### src/hhxm_pkg.sv
package hhxm_pkg;

    localparam int HEADING_W = 9;
    localparam int GAIN_W    = 8;
    localparam int CMD_W     = 9;
    localparam int DB_W      = 8;
    localparam int BYTE_W    = 8;
    localparam int ERR_W     = 9;
    localparam int PROP_W    = 17;
    localparam int DUTY_W    = 8;
    localparam int DIR_W     = 8;
    localparam int SPD_W     = 11;
    localparam int CFG_IDX_W = 3;
    localparam int CFG_DAT_W = 9;

    localparam int SPEED_LIMIT = 255;
    localparam int LOW_LIMIT   = -255;
    localparam int DUTY_MAX    = 255;
    localparam int HEADING_MAX = 360;
    localparam int HALF_TURN   = 180;
    localparam int FULL_TURN   = 360;
    localparam int HIGH_OFFSET = 255;

    localparam logic [CFG_IDX_W-1:0] REG_TARGET_HEADING    = 3'd0;
    localparam logic [CFG_IDX_W-1:0] REG_PROPORTIONAL_GAIN = 3'd1;
    localparam logic [CFG_IDX_W-1:0] REG_FORWARD_COMMAND   = 3'd2;
    localparam logic [CFG_IDX_W-1:0] REG_SIDEWAYS_COMMAND  = 3'd3;
    localparam logic [CFG_IDX_W-1:0] REG_DEADBAND          = 3'd4;

    localparam logic [HEADING_W-1:0] RST_TARGET_HEADING    = 9'd0;
    localparam logic [GAIN_W-1:0]    RST_PROPORTIONAL_GAIN = 8'd3;
    localparam logic [CMD_W-1:0]     RST_FORWARD_COMMAND   = 9'd100;
    localparam logic [CMD_W-1:0]     RST_SIDEWAYS_COMMAND  = 9'd0;
    localparam logic [DB_W-1:0]      RST_DEADBAND          = 8'd5;

    typedef struct packed {
        logic [DUTY_W-1:0] duty;
        logic [1:0]        dir;
    } wheel_out_t;

endpackage

### src/hhxm_wheel.sv
module hhxm_wheel (
    input  logic signed [hhxm_pkg::SPD_W-1:0] speed_raw,
    input  logic [hhxm_pkg::DB_W-1:0]         deadband,
    input  logic [1:0]                        dir_old,
    output hhxm_pkg::wheel_out_t              wheel_out
);

    localparam logic signed [hhxm_pkg::SPD_W-1:0] SPD_HI =
        hhxm_pkg::SPD_W'(hhxm_pkg::SPEED_LIMIT);
    localparam logic signed [hhxm_pkg::SPD_W-1:0] SPD_LO =
        hhxm_pkg::SPD_W'(hhxm_pkg::LOW_LIMIT);
    localparam logic [hhxm_pkg::SPD_W-1:0] MAG_MAX =
        hhxm_pkg::SPD_W'(hhxm_pkg::DUTY_MAX);

    logic signed [hhxm_pkg::SPD_W-1:0] speed;
    logic signed [hhxm_pkg::SPD_W-1:0] db_pos;
    logic signed [hhxm_pkg::SPD_W-1:0] db_neg;
    logic [hhxm_pkg::SPD_W-1:0]        mag;

    always_comb begin
        if (speed_raw > SPD_HI) begin
            speed = SPD_HI;
        end else if (speed_raw < SPD_LO) begin
            speed = SPD_LO;
        end else begin
            speed = speed_raw;
        end
        db_pos = $signed({{(hhxm_pkg::SPD_W-hhxm_pkg::DB_W){1'b0}}, deadband});
        db_neg = -db_pos;
        mag    = speed[hhxm_pkg::SPD_W-1] ? $unsigned(-speed) : $unsigned(speed);

        // bit 0 forward, bit 1 reverse; keep inside the deadband
        if (speed > db_pos) begin
            wheel_out.dir = 2'b01;
        end else if (speed < db_neg) begin
            wheel_out.dir = 2'b10;
        end else begin
            wheel_out.dir = dir_old;
        end
        wheel_out.duty = (mag > MAG_MAX) ? hhxm_pkg::DUTY_W'(hhxm_pkg::DUTY_MAX)
                                         : mag[hhxm_pkg::DUTY_W-1:0];
    end

endmodule

### src/heading_hold_xdrive_mixer_unit.sv
// Heading-hold mixer for a four-wheel X drive. Each item carries two heading
// bytes; the block decodes a heading, forms the wrapped target-minus-heading
// error, the proportional term and four clamped wheel duties with direction
// bits. An item is accepted whenever s_ready is high: it lands in an input
// register and moves on into the output register once that register is free
// or its result is taken, so the throughput is one item per cycle while
// m_ready stays high. The stored heading and the wheel direction bits
// advance as each item moves into the output register. Configuration writes
// take effect at once and belong to idle periods only.
module heading_hold_xdrive_mixer_unit (
    input  logic                                   aclk,
    input  logic                                   aresetn,

    input  logic                                   cfg_wr_en,
    input  logic [hhxm_pkg::CFG_IDX_W-1:0]         cfg_index,
    input  logic [hhxm_pkg::CFG_DAT_W-1:0]         cfg_wdata,

    input  logic                                   s_valid,
    output logic                                   s_ready,
    input  logic [hhxm_pkg::BYTE_W-1:0]            s_first_byte,
    input  logic [hhxm_pkg::BYTE_W-1:0]            s_second_byte,

    output logic                                   m_valid,
    input  logic                                   m_ready,
    output logic signed [hhxm_pkg::ERR_W-1:0]      m_heading_error,
    output logic signed [hhxm_pkg::PROP_W-1:0]     m_proportional_term,
    output logic [hhxm_pkg::DUTY_W-1:0]            m_duty_top_left,
    output logic [hhxm_pkg::DUTY_W-1:0]            m_duty_top_right,
    output logic [hhxm_pkg::DUTY_W-1:0]            m_duty_bottom_left,
    output logic [hhxm_pkg::DUTY_W-1:0]            m_duty_bottom_right,
    output logic [hhxm_pkg::DIR_W-1:0]             m_direction_bits
);

    localparam int HW = hhxm_pkg::HEADING_W;
    localparam int EW = hhxm_pkg::HEADING_W + 1;
    localparam int SW = hhxm_pkg::SPD_W;

    localparam logic [HW-1:0] HEAD_MAX = HW'(hhxm_pkg::HEADING_MAX);
    localparam logic [HW-1:0] HEAD_OFS = HW'(hhxm_pkg::HIGH_OFFSET);
    localparam logic signed [EW-1:0] E_HALF = EW'(hhxm_pkg::HALF_TURN);
    localparam logic signed [EW-1:0] E_FULL = EW'(hhxm_pkg::FULL_TURN);

    // configuration
    logic [hhxm_pkg::HEADING_W-1:0] target_heading_reg;
    logic [hhxm_pkg::GAIN_W-1:0]    proportional_gain_reg;
    logic [hhxm_pkg::CMD_W-1:0]     forward_command_reg;
    logic [hhxm_pkg::CMD_W-1:0]     sideways_command_reg;
    logic [hhxm_pkg::DB_W-1:0]      deadband_reg;

    // state
    logic [HW-1:0]                  last_heading_reg;
    logic [HW-1:0]                  last_heading_next;
    logic [hhxm_pkg::DIR_W-1:0]     wheel_dir_reg;
    logic [hhxm_pkg::DIR_W-1:0]     wheel_dir_next;

    // input stage
    logic                           in_valid_reg;
    logic [hhxm_pkg::BYTE_W-1:0]    first_byte_reg;
    logic [hhxm_pkg::BYTE_W-1:0]    second_byte_reg;

    // output stage
    logic                           out_valid_reg;
    logic signed [hhxm_pkg::ERR_W-1:0]  err_reg;
    logic signed [hhxm_pkg::PROP_W-1:0] prop_reg;
    logic [hhxm_pkg::DUTY_W-1:0]    duty_reg [4];

    logic                           out_load;
    logic                           in_load;

    logic [HW-1:0]                  heading_dec;
    logic [HW-1:0]                  target_sat;
    logic signed [EW-1:0]           err_raw;
    logic signed [EW-1:0]           err_wrap;
    logic signed [hhxm_pkg::ERR_W-1:0] err_next;
    logic signed [2*hhxm_pkg::ERR_W-1:0] prop_full;
    logic signed [SW-1:0]           fwd_ext;
    logic signed [SW-1:0]           side_ext;
    logic signed [SW-1:0]           err_ext;
    logic signed [SW-1:0]           speed_raw [4];
    hhxm_pkg::wheel_out_t           wheel_out [4];

    assign out_load = in_valid_reg && (!out_valid_reg || m_ready);
    assign s_ready  = !in_valid_reg || out_load;
    assign in_load  = s_valid && s_ready;

    always_ff @(posedge aclk) begin
        if (!aresetn) begin
            target_heading_reg    <= hhxm_pkg::RST_TARGET_HEADING;
            proportional_gain_reg <= hhxm_pkg::RST_PROPORTIONAL_GAIN;
            forward_command_reg   <= hhxm_pkg::RST_FORWARD_COMMAND;
            sideways_command_reg  <= hhxm_pkg::RST_SIDEWAYS_COMMAND;
            deadband_reg          <= hhxm_pkg::RST_DEADBAND;
        end else if (cfg_wr_en) begin
            case (cfg_index)
                hhxm_pkg::REG_TARGET_HEADING: begin
                    target_heading_reg <= cfg_wdata;
                end
                hhxm_pkg::REG_PROPORTIONAL_GAIN: begin
                    proportional_gain_reg <= cfg_wdata[hhxm_pkg::GAIN_W-1:0];
                end
                hhxm_pkg::REG_FORWARD_COMMAND: begin
                    forward_command_reg <= cfg_wdata;
                end
                hhxm_pkg::REG_SIDEWAYS_COMMAND: begin
                    sideways_command_reg <= cfg_wdata;
                end
                hhxm_pkg::REG_DEADBAND: begin
                    deadband_reg <= cfg_wdata[hhxm_pkg::DB_W-1:0];
                end
                default: begin
                end
            endcase
        end
    end

    always_comb begin
        if (first_byte_reg != '0 && second_byte_reg == '0) begin
            heading_dec = {1'b0, first_byte_reg} + HEAD_OFS;
        end else if (first_byte_reg == '0 && second_byte_reg != '0) begin
            heading_dec = {1'b0, second_byte_reg};
        end else if (first_byte_reg == '0 && second_byte_reg == '0) begin
            heading_dec = '0;
        end else begin
            heading_dec = last_heading_reg;
        end
        last_heading_next = (heading_dec > HEAD_MAX) ? last_heading_reg : heading_dec;

        target_sat = (target_heading_reg > HEAD_MAX) ? HEAD_MAX : target_heading_reg;
        err_raw    = $signed({1'b0, target_sat}) - $signed({1'b0, last_heading_next});
        if (err_raw >= E_HALF) begin
            err_wrap = err_raw - E_FULL;
        end else if (err_raw <= -E_HALF) begin
            err_wrap = err_raw + E_FULL;
        end else begin
            err_wrap = err_raw;
        end
        err_next  = err_wrap[hhxm_pkg::ERR_W-1:0];
        prop_full = err_next * $signed({1'b0, proportional_gain_reg});

        fwd_ext  = SW'(signed'(forward_command_reg));
        side_ext = SW'(signed'(sideways_command_reg));
        err_ext  = SW'(err_next);
        speed_raw[0] =  fwd_ext + side_ext + err_ext;
        speed_raw[1] = -fwd_ext + side_ext + err_ext;
        speed_raw[2] =  fwd_ext - side_ext + err_ext;
        speed_raw[3] = -fwd_ext - side_ext + err_ext;
    end

    for (genvar w = 0; w < 4; w++) begin : g_wheel
        hhxm_wheel u_wheel (
            .speed_raw (speed_raw[w]),
            .deadband  (deadband_reg),
            .dir_old   (wheel_dir_reg[2*w +: 2]),
            .wheel_out (wheel_out[w])
        );
        assign wheel_dir_next[2*w +: 2] = wheel_out[w].dir;
    end

    always_ff @(posedge aclk) begin
        if (!aresetn) begin
            in_valid_reg     <= 1'b0;
            out_valid_reg    <= 1'b0;
            last_heading_reg <= '0;
            wheel_dir_reg    <= '0;
        end else begin
            if (in_load) begin
                in_valid_reg <= 1'b1;
            end else if (out_load) begin
                in_valid_reg <= 1'b0;
            end
            if (out_load) begin
                out_valid_reg    <= 1'b1;
                last_heading_reg <= last_heading_next;
                wheel_dir_reg    <= wheel_dir_next;
            end else if (m_ready) begin
                out_valid_reg <= 1'b0;
            end
        end
    end

    always_ff @(posedge aclk) begin
        if (in_load) begin
            first_byte_reg  <= s_first_byte;
            second_byte_reg <= s_second_byte;
        end
        if (out_load) begin
            err_reg  <= err_next;
            prop_reg <= prop_full[hhxm_pkg::PROP_W-1:0];
            for (int w = 0; w < 4; w++) begin
                duty_reg[w] <= wheel_out[w].duty;
            end
        end
    end

    assign m_valid             = out_valid_reg;
    assign m_heading_error     = err_reg;
    assign m_proportional_term = prop_reg;
    assign m_duty_top_left     = duty_reg[0];
    assign m_duty_top_right    = duty_reg[1];
    assign m_duty_bottom_left  = duty_reg[2];
    assign m_duty_bottom_right = duty_reg[3];
    assign m_direction_bits    = wheel_dir_reg;

`ifndef SYNTHESIS
    a_heading_range: assert property (@(posedge aclk) disable iff (!aresetn)
        last_heading_reg <= HEAD_MAX)
        else $error("stored heading above full turn");

    a_dir_exclusive: assert property (@(posedge aclk) disable iff (!aresetn)
        !(wheel_dir_reg[0] && wheel_dir_reg[1]) && !(wheel_dir_reg[2] && wheel_dir_reg[3]) &&
        !(wheel_dir_reg[4] && wheel_dir_reg[5]) && !(wheel_dir_reg[6] && wheel_dir_reg[7]))
        else $error("wheel driven forward and reverse at once");

    a_err_range: assert property (@(posedge aclk) disable iff (!aresetn)
        m_valid |-> (m_heading_error >= -E_HALF && m_heading_error <= E_HALF))
        else $error("heading error outside half turn");

    a_state_hold: assert property (@(posedge aclk) disable iff (!aresetn)
        (m_valid && !m_ready) |=> ($stable(last_heading_reg) && $stable(wheel_dir_reg)))
        else $error("state advanced while result stalled");
`endif

endmodule

### config.mk
export PLATFORM = sky130hd
export DESIGN_NAME = heading_hold_xdrive_mixer_unit
export DESIGN_NICKNAME = d
export VERILOG_FILES = /design/src/hhxm_pkg.sv /design/src/hhxm_wheel.sv /design/src/heading_hold_xdrive_mixer_unit.sv
export SDC_FILE = /design/constraint.sdc
export NUM_CORES = 1
export LEC_CHECK = 0
export BUFFER_PORTS_ARGS = -buffer_cell sky130_fd_sc_hd__buf_2
export CORE_MARGIN = 2
export CORE_UTILIZATION = 34
export DETAILED_ROUTE_END_ITERATION = 12
export PLACE_DENSITY_LB_ADDON = 0.12
export SLEW_MARGIN = 5
export SYNTH_ARGS = -nofsm -noshare
export SYNTH_HDL_FRONTEND = slang
export SYNTH_SLANG_ARGS = --single-unit
export TNS_END_PERCENT = 30
### constraint.sdc
create_clock -name aclk -period 24.3 [get_ports aclk]
set_input_delay 3.645 -clock aclk [delete_from_list [all_inputs] [get_ports aclk]]
set_output_delay 3.645 -clock aclk [all_outputs]
set_load 0.01 [all_outputs]
==> results of run 1 <==
-- power breakdown --
| part | internal, mW | switching [mW] |
|---|---|---|
| combinational | 0.643 | 0.990 |
| clock | 0.150 | 0.119 |
| sequential | 0.319 | 0.0136 |
| total | 1.11 | 1.12 |
-- cell usage after synthesis, types with 29 or more instances --
| cell type | count |
|---|---|
| and2_1 | 29 |
| inv_1 | 202 |
| a21oi_1 | 81 |
| o21ai_0 | 66 |
| nand3_1 | 49 |
| dfxtp_1 | 62 |
| clkbuf_1 | 39 |
| nor2b_1 | 40 |
| xnor2_1 | 53 |
| edfxtp_1 | 74 |
| a21boi_0 | 43 |
| nor2_1 | 79 |
| fa_1 | 99 |
| nand2_1 | 192 |
| nor3_1 | 35 |
| ha_1 | 169 |
-- layer usage --
metal	global-route usage (%)	vias to the layer above
li1	-	6042
met1	25.89	5866
met2	31.34	223
met3	4.121	31
met4	4.895	0
met5	0	-
-- kinds of logic after synthesis --
kind of cell | share of synthesized area, %
multiplexers | 1.646
adder cells (fa/ha/maj) | 27.78
XOR/XNOR | 4.692
AO/OA/AOI/OAI | 17.38
buffers and inverters | 6.500
AND/OR/NAND/NOR | 18.52
flip-flops | 23.49
-- worst paths after layout --
kind / start / slack, ns / endpoint
worst min-delay path: m_direction_bits[7] / 0.45 / m_direction_bits[7]
worst max-delay path: first_byte_reg[0] / 12.52 / duty_reg[0][6]
worst min register to register: m_direction_bits[7] / 0.45 / m_direction_bits[7]
worst max register to register: first_byte_reg[0] / 12.52 / duty_reg[0][6]
-- stage by stage --
step / area [um2] / hold slack, ns
finish: 16460 / 0.4498
global route: 16460 / 0.4661
CTS: 16460 / 0.4554
detailed placement: 15870 / 0.4454
global placement: 15870 / 0.4351
floorplan: 14750 / 0.4423
-- area by class of cell --
type | instances | area (um2) | area share, %
Inverter | 206 | 773.2 | 4.699
Sequential cell | 136 | 3463 | 21.04
Clock inverter | 13 | 130.1 | 0.7907
Clock buffer | 19 | 454.2 | 2.760
Tap cell | 585 | 732.0 | 4.448
Multi-Input combinational cell | 1305 | 10340 | 62.81
Timing Repair Buffer | 109 | 568.0 | 3.452
-- worst register-to-register path: cells and delay by family (launching register included) --
kind            cells  cell delay, ns
compound gates     15            3.71
fa+ha+maj           7            3.19
simple gates       12            3.16
buf+inv             5            0.53
mux                 2            0.46
flops               1            0.45
==> flow_metrics.py, run 1 <==
metrics = {
    "clocking": {
        "cts_tree": "built",
        "cts_hold_buffers": 0,
        "clock_latency_ns": 0.49,
        "post_cts_buffers": 0,
        "clock_sinks": 136,
        "cts_buffers": 17,
        "htree_levels": 4,
        "path_clk_slew_ns": 0.07,
        "cts_root_buf": "clkbuf_16",
        "cts_resized": 0,
        "cts_buffer_depth": 2,
    },
    "finish": {
        "antenna_cells": 0,
        "drive_gt1_share_pct": 9.676,
        "final_cell_mix": "inv_1, nand2_1, ha_1, buf_2, fa_1",
        "layout_commonest_cell": "inv_1",
        "nFillCells": 4515,
        "fin_cells": 2373,
        "syn2layout_area_growth_pct": 11.61,
        "largest_register_ffs": 32,
        "postLayoutCoreUtil_pct": 38.29,
        "nets": 2076,
    },
    "critical_path": {
        "critical_path_class": "reg -> reg",
        "cp_data_required_time_ns": 24.50,
        "path_buf_inv": 5,
        "cp_num_cells": 41,
        "cp.arrival_ns": 11.97,
        "slowest_stage": "fa_1",
        "cp_top_family": "compound AO/OA/AOI/OAI gates",
        "ff2ff_path_depth": 41,
        "crit_path_max_fanout": 21,
        "cp-start-kind": "register",
        "slowest_delay_ns": 1.00,
        "critical_path.endpoint_type": "register",
    },
    "grt": {
        "grt_usage_pct": 19.23,
        "grt_pass1_vias": 12198,
        "grt_max_degree": 70,
        "antenna_found_initial": 0,
        "grt-ovfl-total": 0,
        "grt_pass1_wl_mm": 65.71,
    },
    "status": {
        "status": "finished clean",
    },
    "detailed_routing": {
        "ant_nets": 0,
        "drt-initial-drc-count": 572,
        "dr_wl_met2_mm": 19.31,
        "first_pass_iters": 5,
        "vias_per_cell": 5.125,
        "post-route-drc-count": 0,
        "wl_met1_mm": 19.66,
        "vias": 12162,
        "wl_mm": 41.20,
        "routed-wl-met3_mm": 1.629,
        "wl_per_cell_um": 17.36,
        "routed.top_layer": "met4",
    },
    "yosys": {
        "synth_area_leader_cell": "edfxtp_1",
        "ys_ff_latch": 136,
        "async_flop_share_pct": 0,
        "synthCells": 1694,
        "syn-cell-area_mm2": 0.01475,
        "ys_warn_count": 0,
        "seq_area_frac_synth_pct": 23.49,
        "synth_fp_nets": 1995,
        "synth_edf_count": 74,
        "synth_top_area_share_pct": 15.07,
        "synthFlopType": "edfxtp_1",
        "yosysUniqueCellTypes": 81,
        "synthTopCellsByArea": "edfxtp_1, ha_1, fa_1, dfxtp_1, inv_1",
        "synth_area_per_cell_um2": 8.704,
    },
    "timing": {
        "slew_headroom_pct": 33.47,
        "fin_ws_ns": 12.52,
        "tightest_slew_ns": 0.9898,
        "drv_slew": 0,
        "fin_skew_ns": 0.01719,
        "report.final.setup_viol": 0,
        "min_period_ns": 11.78,
        "finalHoldViolCount": 0,
        "max_freq_mhz": 84.92,
        "fin_crit_sh_pct": 48.46,
        "fin_tns_setup_ns": 0,
        "rsz0062_at_grt": "no",
    },
    "floorplan": {
        "dieArea_mm2": 0.04505,
        "coreArea_mm2": 0.04298,
        "die-height_um": 212.3,
        "die_x_um": 212.3,
        "rows": 76,
        "initial_core_util_pct": 34.31,
        "ios": 101,
    },
    "power_and_ir_drop": {
        "power_density_mw_per_mm2": 135.7,
        "p_leak_nw": 7.063,
        "peakVddDrop_uv": 59.83,
        "power_mw": 2.234,
    },
    "worst_hold_path": {
        "hp-class": "reg -> reg",
        "whs_path_depth": 2,
    },
    "flow_run": {
        "cap_violations": 0,
    },
    "place": {
        "placed_cells": 2341,
        "dpl.hpwl_mm": 32.50,
        "post-place-ws_ns": 12.58,
        "port_buffers": 100,
        "gp_congestion": 0.8608,
    },
}
Power figures use the tool's default switching activity.
==> inputs of run 2 (changes only) <==
==> constraint.sdc (replaced) <==
create_clock -name aclk -period 11.9 [get_ports aclk]
set_input_delay 1.785 -clock aclk [delete_from_list [all_inputs] [get_ports aclk]]
set_output_delay 1.785 -clock aclk [all_outputs]
set_load 0.01 [all_outputs]
==> run 2 against run 1 <==
Worst setup slack lost 12 ns. Via count grew 0.30%. Utilization rose by 0.24 points. Flip-flop and latch count unchanged. First-iteration DRC count grew 25%. Critical path depth is 1 higher. Non-clock buffer count up 7. Sequential share of layout area decreased by 0.13 points. Total power is 110% higher. Register-to-register slack lost 12 ns. Largest cell class unchanged.
==> flow_metrics.py, run 2 (same netlist as run 1, synthesis figures left out) <==
metrics = {
    "critical_path": {
        "path_buf_inv": 4,
        "slowest_stage": "fa_1",
        "critical_path_class": "reg -> reg",
        "crit_path_max_fanout": 21,
        "cp_top_family": "compound AO/OA/AOI/OAI gates",
        "crit-reg2reg-launch": "first_byte_reg[0]",
        "cp.arrival_ns": 11.14,
        "critical_path.endpoint_type": "register",
        "slowest_delay_ns": 0.61,
        "cp_num_cells": 42,
        "crit_top_cell": "ha_1",
        "setup.worst_path.start": "first_byte_reg[0]",
        "ff2ff_path_depth": 42,
        "cp-start-kind": "register",
        "cp_data_required_time_ns": 12.10,
    },
    "timing": {
        "drv_slew": 0,
        "tightest_slew_ns": 0.9580,
        "max_freq_mhz": 91.41,
        "min_period_ns": 10.94,
        "fin_skew_ns": 0.01599,
        "slew_headroom_pct": 35.60,
        "fin_tns_setup_ns": 0,
        "hold_ws_ns": 0.4491,
        "rsz0062_at_grt": "no",
        "report.final.setup_viol": 0,
        "fin_crit_sh_pct": 91.93,
        "finalHoldViolCount": 0,
        "fin_ws_ns": 0.9599,
    },
    "clocking": {
        "cts_buffers": 17,
        "cts_root_buf": "clkbuf_16",
        "htree_levels": 4,
        "clock_sinks": 136,
        "cts_buffer_depth": 2,
        "path_clk_slew_ns": 0.07,
        "cts_tree": "built",
        "clock_latency_ns": 0.49,
    },
    "grt": {
        "antenna_found_initial": 0,
        "grt_pass1_vias": 12107,
        "grt_pass1_wl_mm": 65.92,
        "grt_max_degree": 70,
        "grt-ovfl-total": 0,
        "grt_usage_pct": 19.27,
    },
    "floorplan": {
        "ios": 101,
        "dieArea_mm2": 0.04505,
        "initial_core_util_pct": 34.31,
        "coreArea_mm2": 0.04298,
        "die_x_um": 212.3,
        "rows": 76,
        "die-height_um": 212.3,
    },
    "flow_run": {
        "cap_violations": 0,
    },
    "worst_hold_path": {
        "hp-start": "m_direction_bits[7]",
        "hp-class": "reg -> reg",
        "whs_path_depth": 2,
    },
    "power_and_ir_drop": {
        "p_leak_nw": 7.118,
        "peakVddDrop_uv": 148.5,
        "power_density_mw_per_mm2": 277.0,
    },
    "place": {
        "dpl.hpwl_mm": 32.44,
        "port_buffers": 100,
        "placed_area_mm2": 0.01590,
        "post-place-ws_ns": 0.9011,
        "gp_congestion": 0.8940,
    },
    "finish": {
        "largest_register_ffs": 32,
        "postLayoutCoreUtil_pct": 38.53,
        "drive_gt1_share_pct": 10.03,
        "layout_commonest_cell": "inv_1",
        "final_cell_mix": "inv_1, nand2_1, ha_1, buf_2, fa_1",
        "design_area_mm2": 0.01656,
        "antenna_cells": 0,
        "nets": 2083,
        "syn2layout_area_growth_pct": 12.30,
        "nFillCells": 4500,
    },
    "detailed_routing": {
        "ant_nets": 0,
        "post-route-drc-count": 0,
        "wl_mm": 41.45,
        "vias_per_cell": 5.126,
        "drt-initial-drc-count": 714,
        "wl_per_cell_um": 17.42,
        "vias": 12199,
        "first_pass_iters": 5,
    },
    "status": {
        "status": "finished clean",
    },
}
==> run 2: layout make-up <==
class	count	area (um2)	area share, %
multi-input combinational	1305	10340	62.42
sequential	136	3463	20.91
inverter	206	773.2	4.669
tap	585	732.0	4.420
timing repair buffer	116	633.1	3.823
clock buffer	19	475.5	2.871
clock inverter	13	146.4	0.8840
==> run 2: through the flow <==
stage          std cells  total power [mW]
2_1_floorplan       1694             3.205
3_3_place_gp        2346             3.980
3_5_place_dp        2346             3.998
4_1_cts             2378             4.615
5_1_grt             2380             5.083
6_report            2380             4.588
==> run 2: worst paths after layout <==
| check | to | slack, ns |
|---|---|---|
| hold / removal | m_direction_bits[7] | 0.45 |
| setup reg to reg | duty_reg[0][6] | 0.96 |
| setup / recovery | duty_reg[0][6] | 0.96 |
| hold reg to reg | m_direction_bits[7] | 0.45 |
==> run 2: routing by layer <==
| metal | global-route usage [%] | wire length, um |
|---|---|---|
| met5 | 0 | 0 |
| met4 | 5.643 | 620 |
| met3 | 3.161 | 1590 |
| met2 | 31.58 | 19400 |
| met1 | 26.12 | 19840 |
==> run 2: power by group <==
group	total, mW	switching, mW	internal [mW]	leakage [nW]
registers	0.680	0.0290	0.651	1.16
clock network	0.581	0.259	0.322	0.310
logic	3.33	2.02	1.31	5.65
==> run 2: tightest hold or removal path: stages, from the launching register on <==
cell and delay (ns):
dfxtp_1 0.31, inv_1 0.05, a21oi_1 0.05
==> run 2: timing repair <==
item                                   in CTS  in global routing
resized for setup                           0                  1
endpoints found under the hold margin       0                  0
hold buffers                                0                  0
setup endpoints to repair                   0                 10
setup buffers                               0                  2
==> inputs of run 3 (changes only) <==
--- a/config.mk
+++ b/config.mk
@@ -9,7 +9,7 @@
 export CORE_MARGIN = 2
 export CORE_UTILIZATION = 34
 export DETAILED_ROUTE_END_ITERATION = 12
-export PLACE_DENSITY_LB_ADDON = 0.12
+export PLACE_DENSITY = 0.56
 export SLEW_MARGIN = 5
 export SYNTH_ARGS = -nofsm -noshare
 export SYNTH_HDL_FRONTEND = slang
==> run 3 against run 2 <==
Critical endpoint unchanged. Combinational power hardly changed. Critical path depth is 2 higher. Largest power group unchanged. Critical path type unchanged. Global-route usage is 0.68 points lower. Utilization is 0.14 points lower. Non-clock buffer count is 3 lower. Sequential power hardly changed. Clock power is 8.8% lower. Die area stayed put. Routed wire length is 3.0% lower. Via count is 0.78% higher. Flip-flop and latch count stayed put. Design area is 0.37% lower.
==> flow_metrics.py, run 3 (same netlist as run 1, synthesis figures left out) <==
metrics = {
    "timing": {
        "fin_skew_ns": 0.01092,
        "drv_slew": 0,
        "slew_headroom_pct": 37.32,
        "finalHoldViolCount": 0,
        "fin_tns_setup_ns": 0,
        "max_freq_mhz": 91.08,
        "report.final.setup_viol": 0,
        "fin_ws_ns": 0.9209,
        "fin_crit_sh_pct": 92.26,
        "rsz0062_at_grt": "no",
        "tightest_slew_ns": 0.9325,
        "min_period_ns": 10.98,
    },
    "floorplan": {
        "die_x_um": 212.3,
        "rows": 76,
        "initial_core_util_pct": 34.31,
        "coreArea_mm2": 0.04298,
        "die-height_um": 212.3,
        "ios": 101,
        "dieArea_mm2": 0.04505,
    },
    "critical_path": {
        "slowest_delay_ns": 0.61,
        "crit-reg2reg-launch": "first_byte_reg[0]",
        "crit_path_max_fanout": 21,
        "cp_data_required_time_ns": 12.10,
        "setup.worst_path.start": "first_byte_reg[0]",
        "cp-start-kind": "register",
        "critical_path.endpoint_type": "register",
        "slowest_stage": "fa_1",
        "timing.reg2reg.setup_slack_ns": 0.92,
        "cp.arrival_ns": 11.18,
        "critical_path_class": "reg -> reg",
    },
    "flow_run": {
        "cap_violations": 0,
    },
    "detailed_routing": {
        "vias_per_cell": 5.172,
        "drt-initial-drc-count": 631,
        "vias": 12294,
        "wl_mm": 40.21,
        "post-route-drc-count": 0,
        "first_pass_iters": 5,
        "wl_per_cell_um": 16.92,
        "ant_nets": 0,
    },
    "place": {
        "post-place-ws_ns": 0.7444,
        "placed_area_mm2": 0.01590,
        "gp_congestion": 0.8837,
        "dpl.hpwl_mm": 31.85,
        "port_buffers": 100,
    },
    "clocking": {
        "htree_levels": 4,
        "path_clk_slew_ns": 0.07,
        "cts_tree": "built",
        "cts_buffers": 17,
        "cts_root_buf": "clkbuf_16",
        "clock_sinks": 136,
        "clock_latency_ns": 0.47,
        "cts_resized": 0,
        "cts_buffer_depth": 2,
        "cts_hold_buffers": 0,
        "post_cts_buffers": 0,
    },
    "grt": {
        "grt_pass1_wl_mm": 64.25,
        "antenna_found_initial": 0,
        "grt_pass1_vias": 11927,
        "grt-ovfl-total": 0,
        "grt_usage_pct": 18.59,
        "grt_max_degree": 70,
    },
    "worst_hold_path": {
        "hp-class": "reg -> reg",
        "hp-start": "m_direction_bits[7]",
    },
    "status": {
        "status": "finished clean",
    },
    "finish": {
        "nFillCells": 4473,
        "nets": 2080,
        "drive_gt1_share_pct": 10.04,
        "final_cell_mix": "inv_1, nand2_1, ha_1, buf_2, fa_1",
        "largest_register_ffs": 32,
        "design_area_mm2": 0.01650,
        "syn2layout_area_growth_pct": 11.89,
        "antenna_cells": 0,
        "layout_commonest_cell": "inv_1",
    },
    "power_and_ir_drop": {
        "peakVddDrop_uv": 132.4,
        "p_leak_nw": 7.083,
        "power_density_mw_per_mm2": 276.8,
    },
}
-- run 3: cell type report --
cell class	instances	area [um2]	share of cell area (%)
flip-flops and latches	136	3463	20.99
clock inverters	12	83.83	0.5081
well taps	585	732.0	4.437
clock buffers	20	489.2	2.965
inverters	206	773.2	4.687
repair buffers	113	598.1	3.625
multi-input cells	1305	10360	62.79
-- run 3: per-stage QoR --
stage / utilization [%] / total power, mW / hold WS [ns] / instances
detailed placement: 37.00 / 4.015 / 0.4356 / 2345
global placement: 37.00 / 3.960 / 0.4383 / 2345
finish: 38.39 / 4.567 / 0.4429 / 2377
global route: 38.39 / 5.075 / 0.4836 / 2377
floorplan: - / 3.205 / 0.4423 / 1694
CTS: 38.33 / 4.583 / 0.4464 / 2377
-- run 3: worst paths after layout --
path,to,depth (start not counted)
worst max-delay path,duty_reg[0][6],44
worst min-delay path,m_direction_bits[7],2
worst max register to register,duty_reg[0][6],44
worst min register to register,m_direction_bits[7],2
-- run 3: critical path: cells and delay by family (launching register included) --
| family | cells | cell delay [ns] |
|---|---|---|
| AO/OA/AOI/OAI | 16 | 3.60 |
| flip-flops | 1 | 0.45 |
| AND/OR/NAND/NOR | 14 | 3.14 |
| adder cells (fa/ha/maj) | 7 | 2.51 |
| multiplexers | 2 | 0.46 |
| buffers and inverters | 5 | 0.53 |
-- run 3: per-layer routing --
| metal | routed length, um | GRT usage (%) | vias to the layer above | share of wire (%) |
|---|---|---|---|---|
| met5 | 0 | 0 | - | 0 |
| met4 | 828 | 6.004 | 0 | 2.1 |
| met3 | 1673 | 3.486 | 49 | 4.2 |
| met2 | 18520 | 29.99 | 299 | 46 |
| met1 | 19190 | 25.10 | 5895 | 48 |
| li1 | - | - | 6051 | - |
-- run 3: power by group --
group / internal, mW / total (mW) / switching, mW
Sequential: 0.651 / 0.679 / 0.0281
Combinational: 1.32 / 3.36 / 2.04
Clock: 0.298 / 0.530 / 0.233
